[src/design/qte_pkg.sv]
// shared types, constants and the arctangent table for the quaternion to euler block
// no dependencies
`default_nettype none
package qte_pkg;

    localparam int SUM_W     = 34;   // doubled product sums, q4.28 with growth
    localparam int SP_W      = 29;   // unclamped sine term fits here
    localparam int CW        = 46;   // cordic datapath width
    localparam int ACC_W     = 32;   // binary angle accumulator, full turn = 2^32
    localparam int ATAN_LEN  = 24;
    localparam int SQ_STAGES = 29;   // one stage per result bit of a 29 bit root of a 57 bit radicand
    localparam int QDEPTH    = 4;
    localparam int QCNT_W    = 3;
    localparam int QPTR_W    = 2;

    localparam logic signed [SUM_W-1:0] ONE_Q28 = SUM_W'(64'sd268435456);
    localparam logic [ACC_W-1:0] HALF_TURN = 32'h8000_0000;
    localparam logic [ACC_W-1:0] ROUND_HALF = 32'h0000_8000;
    localparam logic signed [15:0] QUARTER_POS = 16'sd16384;
    localparam logic signed [15:0] QUARTER_NEG = -16'sd16384;

    typedef struct packed {
        logic signed [SUM_W-1:0] sr;
        logic signed [SUM_W-1:0] cr;
        logic signed [SUM_W-1:0] sy;
        logic signed [SUM_W-1:0] cy;
        logic signed [SP_W-1:0]  sp;
        logic                    clamp;
        logic                    clamp_pos;
    } t_front_item;

    typedef struct packed {
        logic v1;
        logic v2;
    } t_front_stat;

    typedef struct packed {
        logic              full;
        logic              empty;
        logic [QCNT_W-1:0] count;
    } t_fifo_stat;

    function automatic logic [ACC_W-1:0] atan_entry(input int idx);
        logic [ACC_W-1:0] v;
        case (idx)
            0:       v = 32'h20000000;
            1:       v = 32'h12E4051E;
            2:       v = 32'h09FB385B;
            3:       v = 32'h051111D4;
            4:       v = 32'h028B0D43;
            5:       v = 32'h0145D7E1;
            6:       v = 32'h00A2F61E;
            7:       v = 32'h00517C55;
            8:       v = 32'h0028BE53;
            9:       v = 32'h00145F2F;
            10:      v = 32'h000A2F98;
            11:      v = 32'h000517CC;
            12:      v = 32'h00028BE6;
            13:      v = 32'h000145F3;
            14:      v = 32'h0000A2FA;
            15:      v = 32'h0000517D;
            16:      v = 32'h000028BE;
            17:      v = 32'h0000145F;
            18:      v = 32'h00000A30;
            19:      v = 32'h00000518;
            20:      v = 32'h0000028C;
            21:      v = 32'h00000146;
            22:      v = 32'h000000A3;
            23:      v = 32'h00000051;
            default: v = '0;
        endcase
        return v;
    endfunction

endpackage
`default_nettype wire

[src/design/qte_fifo.sv]
// short queue between front and back parts
// depends on qte_pkg
`default_nettype none
module qte_fifo
    import qte_pkg::*;
(
    input  wire logic         i_clk,
    input  wire logic         i_rst_n,
    input  wire logic         i_push,
    input  wire t_front_item  i_data,
    input  wire logic         i_pop,
    output t_front_item o_data,
    output t_fifo_stat o_stat
);

    t_front_item       r_mem [0:QDEPTH-1];
    logic [QPTR_W-1:0] r_wr;
    logic [QPTR_W-1:0] r_rd;
    logic [QCNT_W-1:0] r_cnt;

    always_ff @(posedge i_clk) begin
        if (!i_rst_n) begin
            r_wr  <= '0;
            r_rd  <= '0;
            r_cnt <= '0;
        end else begin
            if (i_push) r_wr <= r_wr + 1'b1;
            if (i_pop)  r_rd <= r_rd + 1'b1;
            r_cnt <= r_cnt + QCNT_W'(i_push) - QCNT_W'(i_pop);
        end
    end

    always_ff @(posedge i_clk) begin
        if (i_push) r_mem[r_wr] <= i_data;
    end

    assign o_data       = r_mem[r_rd];
    assign o_stat.count = r_cnt;
    assign o_stat.empty = (r_cnt == '0);
    assign o_stat.full  = (r_cnt == QCNT_W'(QDEPTH));

endmodule
`default_nettype wire

[config.mk]
export PLATFORM = sky130hd
export DESIGN_NAME = qte_fifo
export DESIGN_NICKNAME = d
export VERILOG_FILES = /design/src/design/qte_pkg.sv /design/src/design/qte_fifo.sv
export SDC_FILE = /design/constraint.sdc
export NUM_CORES = 1
export LEC_CHECK = 0
export BUFFER_PORTS_ARGS = -buffer_cell sky130_fd_sc_hd__buf_2
export CAP_MARGIN = 10
export CORE_AREA = 2 2 176 265
export CTS_CLUSTER_SIZE = 16
export DETAILED_ROUTE_END_ITERATION = 8
export DIE_AREA = 0 0 178 267
export GPL_TIMING_DRIVEN = 0
export MAX_ROUTING_LAYER = met4
export PLACE_DENSITY = 0.76
export SYNTH_ARGS = -nofsm -noshare
export SYNTH_HDL_FRONTEND = slang
export SYNTH_SLANG_ARGS = --single-unit
[constraint.sdc]
create_clock -name i_clk -period 6.1 [get_ports i_clk]
set_input_delay 1.22 -clock i_clk [delete_from_list [all_inputs] [get_ports i_clk]]
set_output_delay 1.22 -clock i_clk [all_outputs]
set_load 0.05 [all_outputs]
### After elaboration in Yosys (flattened, before gate mapping)

Memory sizes are Yosys's and may differ from the RTL's. A register that Yosys moved wholly into a read port is not among the register bits.
Cells that the tools add are included.
Widths: inputs -> output; s select.

| word-level totals | value |
|---|---|
| RAM bits | 668 |
| word-level logic and storage cells | 14 |
| memories kept | 1 |
| register bits after elaboration | 7 |
| input bits | 171 |
| output and inout port bits | 172 |

| operators by class | value |
|---|---|
| mux-type cells | 4 |
| eq/ne operators | 1 |
| reduce and logical (&&, ||, !) cells | 1 |
| $add $sub $neg | 4 |

Memory list:

| name | words | width | read ports | clocked after memory_dff | wr ports | line | RTL |
|---|---|---|---|---|---|---|---|
| r_mem | 4 | 167 | 1 | 1 | 1 | qte_fifo.sv:16 | `t_front_item r_mem [0:QDEPTH-1];` |

Operator list:

| kind | number |
|---|---|
| $add 2x1->2 const B | 2 |
| $mux 2 | 2 |
| $add 3x1->3 | 1 |
| $eq 3x3->1 const B | 1 |
| $logic_not 3->1 | 1 |
| $sub 3x1->3 | 1 |
| $mux 1 | 2 |

### Depth between registers and ports, before layout

Gate-level depths: netlist (run 1).

| depth | value |
|---|---|
| depth after elaboration | 3 |
| gate-level depth with buffers | 7 |
| depth with buffers taken out | 7 |

### Worst setup path before layout (run 1)

Ideal clock, no wire load.

| timing path | value |
|---|---|
| kind | input port to flip-flop |
| start | in i_push |
| end | mem r_mem[0][0] in the netlist's numbering (enable) |
| setup slack | 0.531 ns |
| data arrival time | 5.022 ns |
| stages on the path | 1 |
| required time | 5.554 ns |
| cell sequence | and2_1 |

| between the ends | value |
|---|---|
| cells in the longest elaborated chain, start to end | 2 |

Ends and longest elaborated chain:

| item | line | RTL |
|---|---|---|
| start: declaration | qte_fifo.sv:9 | `input wire logic i_push,` |
| $mux 1 | qte_fifo.sv:34 | `if (i_push) r_mem[r_wr] <= i_data;` |
| $mux 1 (implied by the code) | qte_fifo.sv:34 |  |
| end: declaration | qte_fifo.sv:16 |  |

Every way passes these cells.

==> impl_table.tex, run 1 <==
\begin{tabular}{lr}
\hline
Metric & Value \\
\hline
\multicolumn{2}{l}{\textbf{Status}} \\
Run status & finished clean \\
\multicolumn{2}{l}{\textbf{Clock network}} \\
H-tree levels & 2 \\
CTS root buf & sky130\_fd\_sc\_hd\_\_clkbuf\_16 \\
Hold buffer count at cts & 0 \\
Clock-pin slew on the worst setup and hold paths & approximately 0.06 ns \\
Worst-case clock buffer depth & 3 \\
TritonCTS clock tree & yes \\
Number of buffers added for setup after CTS & 0 \\
Cts bufs inserted & between 50 and 60 \\
Post-cts repair resize count & 0 \\
Worst-skew pair later-pin latency & $\sim$0.59 ns \\
Clock net sink count & $\sim$680 \\
\multicolumn{2}{l}{\textbf{Timing}} \\
Unrepaired setup endpoints after global routing & false \\
Total negative slack & 0 ns \\
Max Clock Freq & roughly 270 MHz \\
Worst hold slack & 0.5354 ns \\
Worst Setup Slack, final & between 2 and 2.5 ns \\
Worst slew margin relative to its limit & a little under three fifths \\
Final hold violations & 0 \\
Tcrit/Tclk final & approximately three fifths \\
Transition time at the pin with the least slew margin & 0.6726 ns \\
Total setup violations reported at the end of the flow & 0 \\
Worst-case clock skew & roughly 0.014 ns \\
Minimum clock period & around 3.7 ns \\
Max-slew violation count & 0 \\
\multicolumn{2}{l}{\textbf{Floorplanning}} \\
Y dimension of the die & 267 um \\
Initial Util & 54.33\% \\
X dimension of the die & around 180 um \\
Area of the core region & 45,280 um\^{}2 \\
Die area & approximately 48,000 um\^{}2 \\
Number of ports placed on the die boundary & between 300 and 400 \\
Number of standard-cell rows in the floorplan & 96 \\
\multicolumn{2}{l}{\textbf{Cells and area}} \\
Most frequent cells in the layout & sky130\_fd\_sc\_hd\_\_edfxtp\_1 (668), sky130\_fd\_sc\_hd\_\_buf\_2 (360), sky130\_fd\_sc\_hd\_\_mux4\_2 (167), sky130\_fd\_sc\_hd\_\_clkbuf\_16 (59), sky130\_fd\_sc\_hd\_\_clkbuf\_1 (22) \\
Non-filler instance count after layout & between 1,500 and 2,000 \\
Fraction of final layout cells with drive strength greater than 1 & between 40\% and 50\% \\
Synthesis-to-layout area growth & 18.29\% \\
Cell area after layout & 29,100 um\^{}2 \\
Most common cell after layout, fill and taps aside & sky130\_fd\_sc\_hd\_\_edfxtp\_1 \\
Post-layout net count & around 1,500 \\
\multicolumn{2}{l}{\textbf{Detailed routing}} \\
First-pass iteration count of the detailed router & 5 \\
Final antenna-violating net count & 0 \\
Drt via density & 5.568 \\
WL final & 46,250 um \\
Total number of vias & between 10,000 and 15,000 \\
Detailed-route wire length per cell & approximately 23 um \\
DRC violation count after routing & 0 \\
DRC marker count from the first detailed-route iteration & approximately 680 \\
\multicolumn{2}{l}{\textbf{Placed design}} \\
RD Place Congestion & between 0.7 and 0.8 \\
Cell Area, Placed & around 27,000 um\^{}2 \\
Dpl cells & approximately 1,900 \\
Count of buffers inserted at the top-level ports & $\sim$340 \\
Detailed placer's ending HPWL & $\sim$30,000 um \\
Post-Place Worst Slack & 2.974 ns \\
\multicolumn{2}{l}{\textbf{Power}} \\
Clock network power share & about a third \\
Sequential power share & between 50\% and 60\% \\
Internal power & about 7.6 mW \\
IR drop worst, VDD & between 0.3 and 0.4 mV \\
Share of power burned in combinational logic & between 10\% and 20\% \\
Power dissipated by switching net loads & $\sim$2.6 mW \\
Proportion of total power due to net switching & approximately a quarter \\
Cell area power density & roughly 350 nW/um\^{}2 \\
Leakage power of the design & 9.802 nW \\
\multicolumn{2}{l}{\textbf{Global route}} \\
Wire length of the first global-routing pass & around 69,000 um \\
Number of antenna violations at the first check in global routing & 10 \\
Overflow after GRT & 0 \\
Via count of the first global-routing pass & approximately 12,000 \\
GR Util All Layers & about a fifth \\
Pin count of the biggest net entering global routing & approximately 60 \\
\multicolumn{2}{l}{\textbf{Critical path}} \\
Critical path start-end classification & register to primary output \\
CP arrival & 2.47 ns \\
Required arrival time at the worst endpoint & 4.88 ns \\
Critical Path End Type & primary output \\
Crit Path Max Fanout & 10 \\
Setup crit start kind & register \\
\multicolumn{2}{l}{\textbf{Synthesis}} \\
Ys async rst share & 0\% \\
Post-synthesis cell area & 24,600 um\^{}2 \\
EDFF count, synth & $\sim$670 \\
YS warnings & 0 \\
Sequential area share after synthesis & between 80 and 90\% \\
Synthesized flop and latch total & 677 \\
Library cells used by synthesis & 22 \\
Top flip-flop cell by instance count after synthesis & sky130\_fd\_sc\_hd\_\_edfxtp\_1 \\
Avg Inst Size Synth & 26.86 um\^{}2 \\
Syn Nets & around 1,100 \\
Synthesized instance count & a little over 900 \\
\multicolumn{2}{l}{\textbf{Hold path}} \\
Type of the worst min-delay path & register to register \\
\multicolumn{2}{l}{\textbf{Job}} \\
Number of maximum-capacitance violations & 0 \\
\hline
\end{tabular}
-- power by group through the flow --
stage,Clock (mW),Sequential (mW),Combinational (mW)
2_1_floorplan,0,5.53,1.11
3_3_place_gp,0,5.55,1.52
3_5_place_dp,0,5.50,1.57
4_1_cts,3.37,5.40,1.57
5_1_grt,3.54,5.41,1.62
6_report,3.30,5.40,1.55
-- worst paths after layout --
path | startpoint | cells after the start | endpoint | slack [ns]
worst max-delay path | register | 5 | o_data[83] | 2.41
worst min-delay path | r_rd[1] | 2 | register | 0.54
worst min register to register | r_rd[1] | 2 | register | 0.54
worst max register to register | r_wr[0] | 4 | r_mem[3][120] | 4.10
-- worst max-delay path: stages, from the launching register on --
cell,delay [ns]
sky130_fd_sc_hd__dfxtp_1,0.30
sky130_fd_sc_hd__clkbuf_1,0.24
sky130_fd_sc_hd__buf_2,0.38
sky130_fd_sc_hd__buf_2,0.35
sky130_fd_sc_hd__mux4_2,0.36
sky130_fd_sc_hd__buf_2,0.24
-- flip-flops by register name, indices dropped and copies added (netlist names), named ones only --
name	cells
r_cnt	3
r_wr	2
r_rd	2
r_mem	668
-- synth_stat cells, types with 2 or more instances --
cell type	n	area, um^2
sky130_fd_sc_hd__buf_8	10	150.1
sky130_fd_sc_hd__dfxtp_1	9	180.2
sky130_fd_sc_hd__xnor2_1	2	17.52
sky130_fd_sc_hd__ha_1	6	75.07
sky130_fd_sc_hd__edfxtp_1	668	20060
sky130_fd_sc_hd__clkbuf_1	2	7.510
sky130_fd_sc_hd__nor2_1	5	18.77
sky130_fd_sc_hd__buf_2	18	90.09
sky130_fd_sc_hd__inv_1	7	26.28
sky130_fd_sc_hd__and2_1	6	37.54
sky130_fd_sc_hd__mux4_2	167	3761
sky130_fd_sc_hd__buf_4	2	15.01
sky130_fd_sc_hd__buf_6	5	56.30
-- through the flow --
step,util [%],total power [mW]
final,64.27,10.24
after global routing,64.26,10.57
after CTS,64.21,10.34
after detailed placement,60.49,7.062
after global placement,59.73,7.067
after floorplan,-,6.645
-- area by class of cell --
type | count | area (um^2)
flip-flops and latches | 677 | 20240
fillers | 2952 | 16180
multi-input cells | 194 | 4008
repair buffers | 354 | 2042
clock buffers | 81 | 1579
well taps | 588 | 735.7
plain buffers | 38 | 339.1
clock inverters | 22 | 107.6
inverters | 7 | 26.28
diodes | 10 | 25.02
-- cells by family (layout without fill, tap and decap cells) --
logic type	count (synthesis)	count (layout)	synth area share (%)
buffers and inverters	45	502	1.485
xor gates and xnor gates	3	3	0.1678
adders and majority gates	7	7	0.3865
other	0	10	0
AOI/OAI and AO/OA	2	2	0.06101
DFF	677	677	82.27
muxes	168	168	15.33
and+or+nand+nor	14	14	0.3052
-- metal layers --
layer  wire length [um]  vias to the layer above  GRT usage [%]
met5                  0                        -              -
met4               2029                        0          8.972
met3               2848                      115          4.245
met2              24940                      365          33.97
met1              16440                     5690          23.12
li1                   -                     4805              -
(Power assumes the default switching activity.)
==> inputs of run 2 (changes only) <==
--- a/config.mk
+++ b/config.mk
@@ -7,13 +7,13 @@
 export LEC_CHECK = 0
 export BUFFER_PORTS_ARGS = -buffer_cell sky130_fd_sc_hd__buf_2
 export CAP_MARGIN = 10
-export CORE_AREA = 2 2 176 265
+export CORE_AREA = 2 2 183 274
 export CTS_CLUSTER_SIZE = 16
 export DETAILED_ROUTE_END_ITERATION = 8
-export DIE_AREA = 0 0 178 267
+export DIE_AREA = 0 0 185 276
 export GPL_TIMING_DRIVEN = 0
 export MAX_ROUTING_LAYER = met4
-export PLACE_DENSITY = 0.76
+export PLACE_DENSITY = 0.74
 export SYNTH_ARGS = -nofsm -noshare
 export SYNTH_HDL_FRONTEND = slang
 export SYNTH_SLANG_ARGS = --single-unit
==> constraint.sdc (replaced) <==
create_clock -name i_clk -period 3.2 [get_ports i_clk]
set_input_delay 0.64 -clock i_clk [delete_from_list [all_inputs] [get_ports i_clk]]
set_output_delay 0.64 -clock i_clk [all_outputs]
set_load 0.05 [all_outputs]
==> run 2 against run 1 <==
Against the previous run: final area rose by 1.3%; critical path depth decreased by 1; sequential power increased by 91%; sequential cell count did not move; clock power rose by 120%; core utilization down 3.6 points; worst hold slack got worse by 0.30 ns; first-iteration DRC count shrank 16%; via count grew 1.0%; clock-buffer cell count fell by 12; cell count grew 3.9%; largest power group unchanged.
==> impl_table.tex, run 2 (synthesis results as in run 1) <==
\begin{tabular}{lr}
\hline
Metric & Value \\
\hline
\multicolumn{2}{l}{\textbf{Critical path}} \\
Critical Path End Type & primary output \\
Path depth of the worst reg2reg path & 4 (unchanged) \\
CP Buf/Inv Count & 3 (-1) \\
Required arrival time at the worst endpoint & 2.56 ns (-2.32 ns) \\
CP arrival & 2.43 ns (-0.04 ns) \\
Worst setup slack for register-to-register paths & 1.01 ns (-3.09 ns) \\
Worst path cell trace & buf\_4 > buf\_2 > mux4\_2 > buf\_2 \\
Worst path slowest cell & sky130\_fd\_sc\_hd\_\_dfxtp\_1 \\
Worst reg2reg path endpoint & r\_mem[3][54] \\
Reg-to-reg critical path startpoint & r\_wr[0] \\
Most frequent cell on the critical path & sky130\_fd\_sc\_hd\_\_buf\_2 \\
Crit Path Max Fanout & 10 (unchanged) \\
Critical path start-end classification & register to primary output \\
Setup crit start kind & register \\
Delay of the slowest cell on the worst path & 0.52 ns (+0.14 ns) \\
Category of cells accounting for the largest share of critical-path delay & buffers and inverters \\
\multicolumn{2}{l}{\textbf{Clock network}} \\
Worst-case clock buffer depth & 3 (unchanged) \\
Worst-skew pair later-pin latency & 0.60 ns (about the same) \\
TritonCTS clock tree & yes \\
Cts bufs inserted & 60 (+5.3\%) \\
H-tree levels & 2 (unchanged) \\
Clock-pin slew on the worst setup and hold paths & 0.07 ns (about the same) \\
Hold buffer count at cts & 0 (unchanged) \\
CTS root buf & sky130\_fd\_sc\_hd\_\_clkbuf\_16 \\
Post-cts repair resize count & 2 (+2) \\
Clock net sink count & 677 (unchanged) \\
Number of buffers added for setup after CTS & 0 (unchanged) \\
\multicolumn{2}{l}{\textbf{Power}} \\
Leakage power of the design & 9.938 nW (+1.4\%) \\
IR drop worst, VDD & 0.5406 mV (+60\%) \\
Cell area power density & 691.4 nW/um\^{}2 (+96\%) \\
\multicolumn{2}{l}{\textbf{Global route}} \\
Pin count of the biggest net entering global routing & 57 (-3.4\%) \\
Overflow after GRT & 0 (unchanged) \\
Via count of the first global-routing pass & 12,022 (+4.0\%) \\
Number of antenna violations at the first check in global routing & 14 (+4) \\
GR Util All Layers & 19.64\% (-0.45 points) \\
Wire length of the first global-routing pass & 72,090 um (+5.2\%) \\
\multicolumn{2}{l}{\textbf{Floorplanning}} \\
Area of the core region & 48,560 um\^{}2 (+7.2\%) \\
Die area & 51,060 um\^{}2 (+7.4\%) \\
X dimension of the die & 185 um (+3.9\%) \\
Number of standard-cell rows in the floorplan & 99 (+3.1\%) \\
Number of ports placed on the die boundary & 343 (unchanged) \\
Y dimension of the die & 276 um (+3.4\%) \\
Initial Util & 50.67\% (-3.7 points) \\
\multicolumn{2}{l}{\textbf{Hold path}} \\
Type of the worst min-delay path & primary input to register \\
Worst Hold Depth & 1 (-1) \\
Hold path startpoint & i\_data[90] \\
End point of the worst hold path & r\_mem[3][90] \\
\multicolumn{2}{l}{\textbf{Detailed routing}} \\
First-pass iteration count of the detailed router & 5 (unchanged) \\
WL final & 48,130 um (+4.1\%) \\
DRC marker count from the first detailed-route iteration & 567 (-16\%) \\
Drt via density & 5.416 (-2.7\%) \\
Detailed-route wire length per cell & 23.51 um (+0.19\%) \\
DRC violation count after routing & 0 (unchanged) \\
Final antenna-violating net count & 0 (unchanged) \\
Total number of vias & 11,087 (+1.0\%) \\
\multicolumn{2}{l}{\textbf{Timing}} \\
Worst hold slack & 0.2395 ns (-0.2959 ns) \\
Worst-case clock skew & 0.01699 ns (+0.002908 ns) \\
Max-slew violation count & 0 (unchanged) \\
Worst slew margin relative to its limit & 52.17\% (-3.0 points) \\
Minimum clock period & 3.067 ns \\
Final hold violations & 0 (unchanged) \\
Total setup violations reported at the end of the flow & 0 (unchanged) \\
Tcrit/Tclk final & between 90\% and 100\% \\
Unrepaired setup endpoints after global routing & false \\
Max Clock Freq & 326.0 MHz \\
Worst Setup Slack, final & 0.1328 ns (-2.274 ns) \\
Transition time at the pin with the least slew margin & 0.7174 ns (+0.04482 ns) \\
\multicolumn{2}{l}{\textbf{Job}} \\
Number of maximum-capacitance violations & 0 (unchanged) \\
\multicolumn{2}{l}{\textbf{Placed design}} \\
Post-Place Worst Slack & 0.4371 ns (-2.537 ns) \\
RD Place Congestion & 0.7064 (-9.2\%) \\
Count of buffers inserted at the top-level ports & 342 (unchanged) \\
Detailed placer's ending HPWL & 31,640 um (+5.4\%) \\
\multicolumn{2}{l}{\textbf{Cells and area}} \\
Flip-flop count of the largest register after layout & 668 (unchanged) \\
Most common cell after layout, fill and taps aside & sky130\_fd\_sc\_hd\_\_edfxtp\_1 \\
Largest registers & r\_mem (668), r\_cnt (3) \\
Fraction of final layout cells with drive strength greater than 1 & 47.86\% (+1.6 points) \\
Synthesis-to-layout area growth & 19.78\% \\
Area taken by flip-flops and latches & 20,240 um\^{}2 (unchanged) \\
Multi-input logic area & 4008 um\^{}2 (unchanged) \\
Number of fill cells in the layout & 3,413 (+16\%) \\
Register bank with the most flops & r\_mem \\
Most frequent cells in the layout & sky130\_fd\_sc\_hd\_\_edfxtp\_1 (668), sky130\_fd\_sc\_hd\_\_buf\_2 (358), sky130\_fd\_sc\_hd\_\_mux4\_2 (167), sky130\_fd\_sc\_hd\_\_clkbuf\_16 (62), sky130\_fd\_sc\_hd\_\_clkinv\_2 (11) \\
Post-layout net count & 1,509 (+0.13\%) \\
\multicolumn{2}{l}{\textbf{Status}} \\
Run status & finished clean \\
\hline
\end{tabular}
==> run 2: cell types whose count changed in the layout (fill, tap and decap cells not counted), moves of 3 or more <==
cell                         before  now
sky130_fd_sc_hd__inv_4            0    3
sky130_fd_sc_hd__clkinvlp_4       1    5
sky130_fd_sc_hd__diode_2         10   14
sky130_fd_sc_hd__bufinv_16        0    5
sky130_fd_sc_hd__clkbuf_16       59   62
sky130_fd_sc_hd__clkbuf_1        22    4
sky130_fd_sc_hd__clkinv_4         0    3
==> run 2: how the worst max path moves through the flow <==
stage	from	end	slack (ns)	depth (start not counted)
after global routing	register	o_data[68]	0.01	4
after detailed placement	register	o_data[68]	0.44	5
after CTS	register	o_data[68]	0.07	4
final	register	o_data[68]	0.13	4
after global placement	i_push	r_mem[3][60]	-1.78	2
after floorplan	i_push	r_mem[1][0]	0.07	1
==> run 2: area by class of cell <==
type	instances	share of cell area, %
clock buffer	69	5.490
buffer	37	1.155
sequential	677	68.68
inverter	7	0.08916
multi-input combinational	194	13.60
antenna	14	0.1189
tap	656	2.785
clock inverter	39	1.206
timing repair buffer	354	6.878
==> run 2: routing by layer <==
| layer | wire (um) | vias up | GRT usage (%) |
|---|---|---|---|
| met4 | 1592 | 0 | 7.428 |
| li1 | - | 4831 | - |
| met3 | 3059 | 89 | 4.834 |
| met2 | 26060 | 337 | 33.65 |
| met5 | 0 | - | - |
| met1 | 17410 | 5830 | 22.19 |
==> run 2: through the flow <==
| step | power, mW | std cells | instance area, um^2 | setup TNS (ns) | utilization, % |
|---|---|---|---|---|---|
| after floorplan | 12.63 | 916 | 24610 | 0 | - |
| after global placement | 13.42 | 1914 | 27140 | -1169.75 | 55.89 |
| after detailed placement | 13.48 | 1926 | 27460 | 0 | 56.55 |
| after CTS | 20.60 | 2033 | 29430 | 0 | 60.62 |
| after global routing | 21.08 | 2047 | 29470 | 0 | 60.69 |
| final | 20.38 | 2047 | 29470 | 0 | 60.69 |
==> run 2: where the power goes <==
group | switching (mW) | total [mW] | internal [mW]
clock network | 3.10 | 7.13 | 4.03
logic | 2.05 | 2.96 | 0.905
registers | 0.0991 | 10.3 | 10.2
total | 5.25 | 20.4 | 15.1
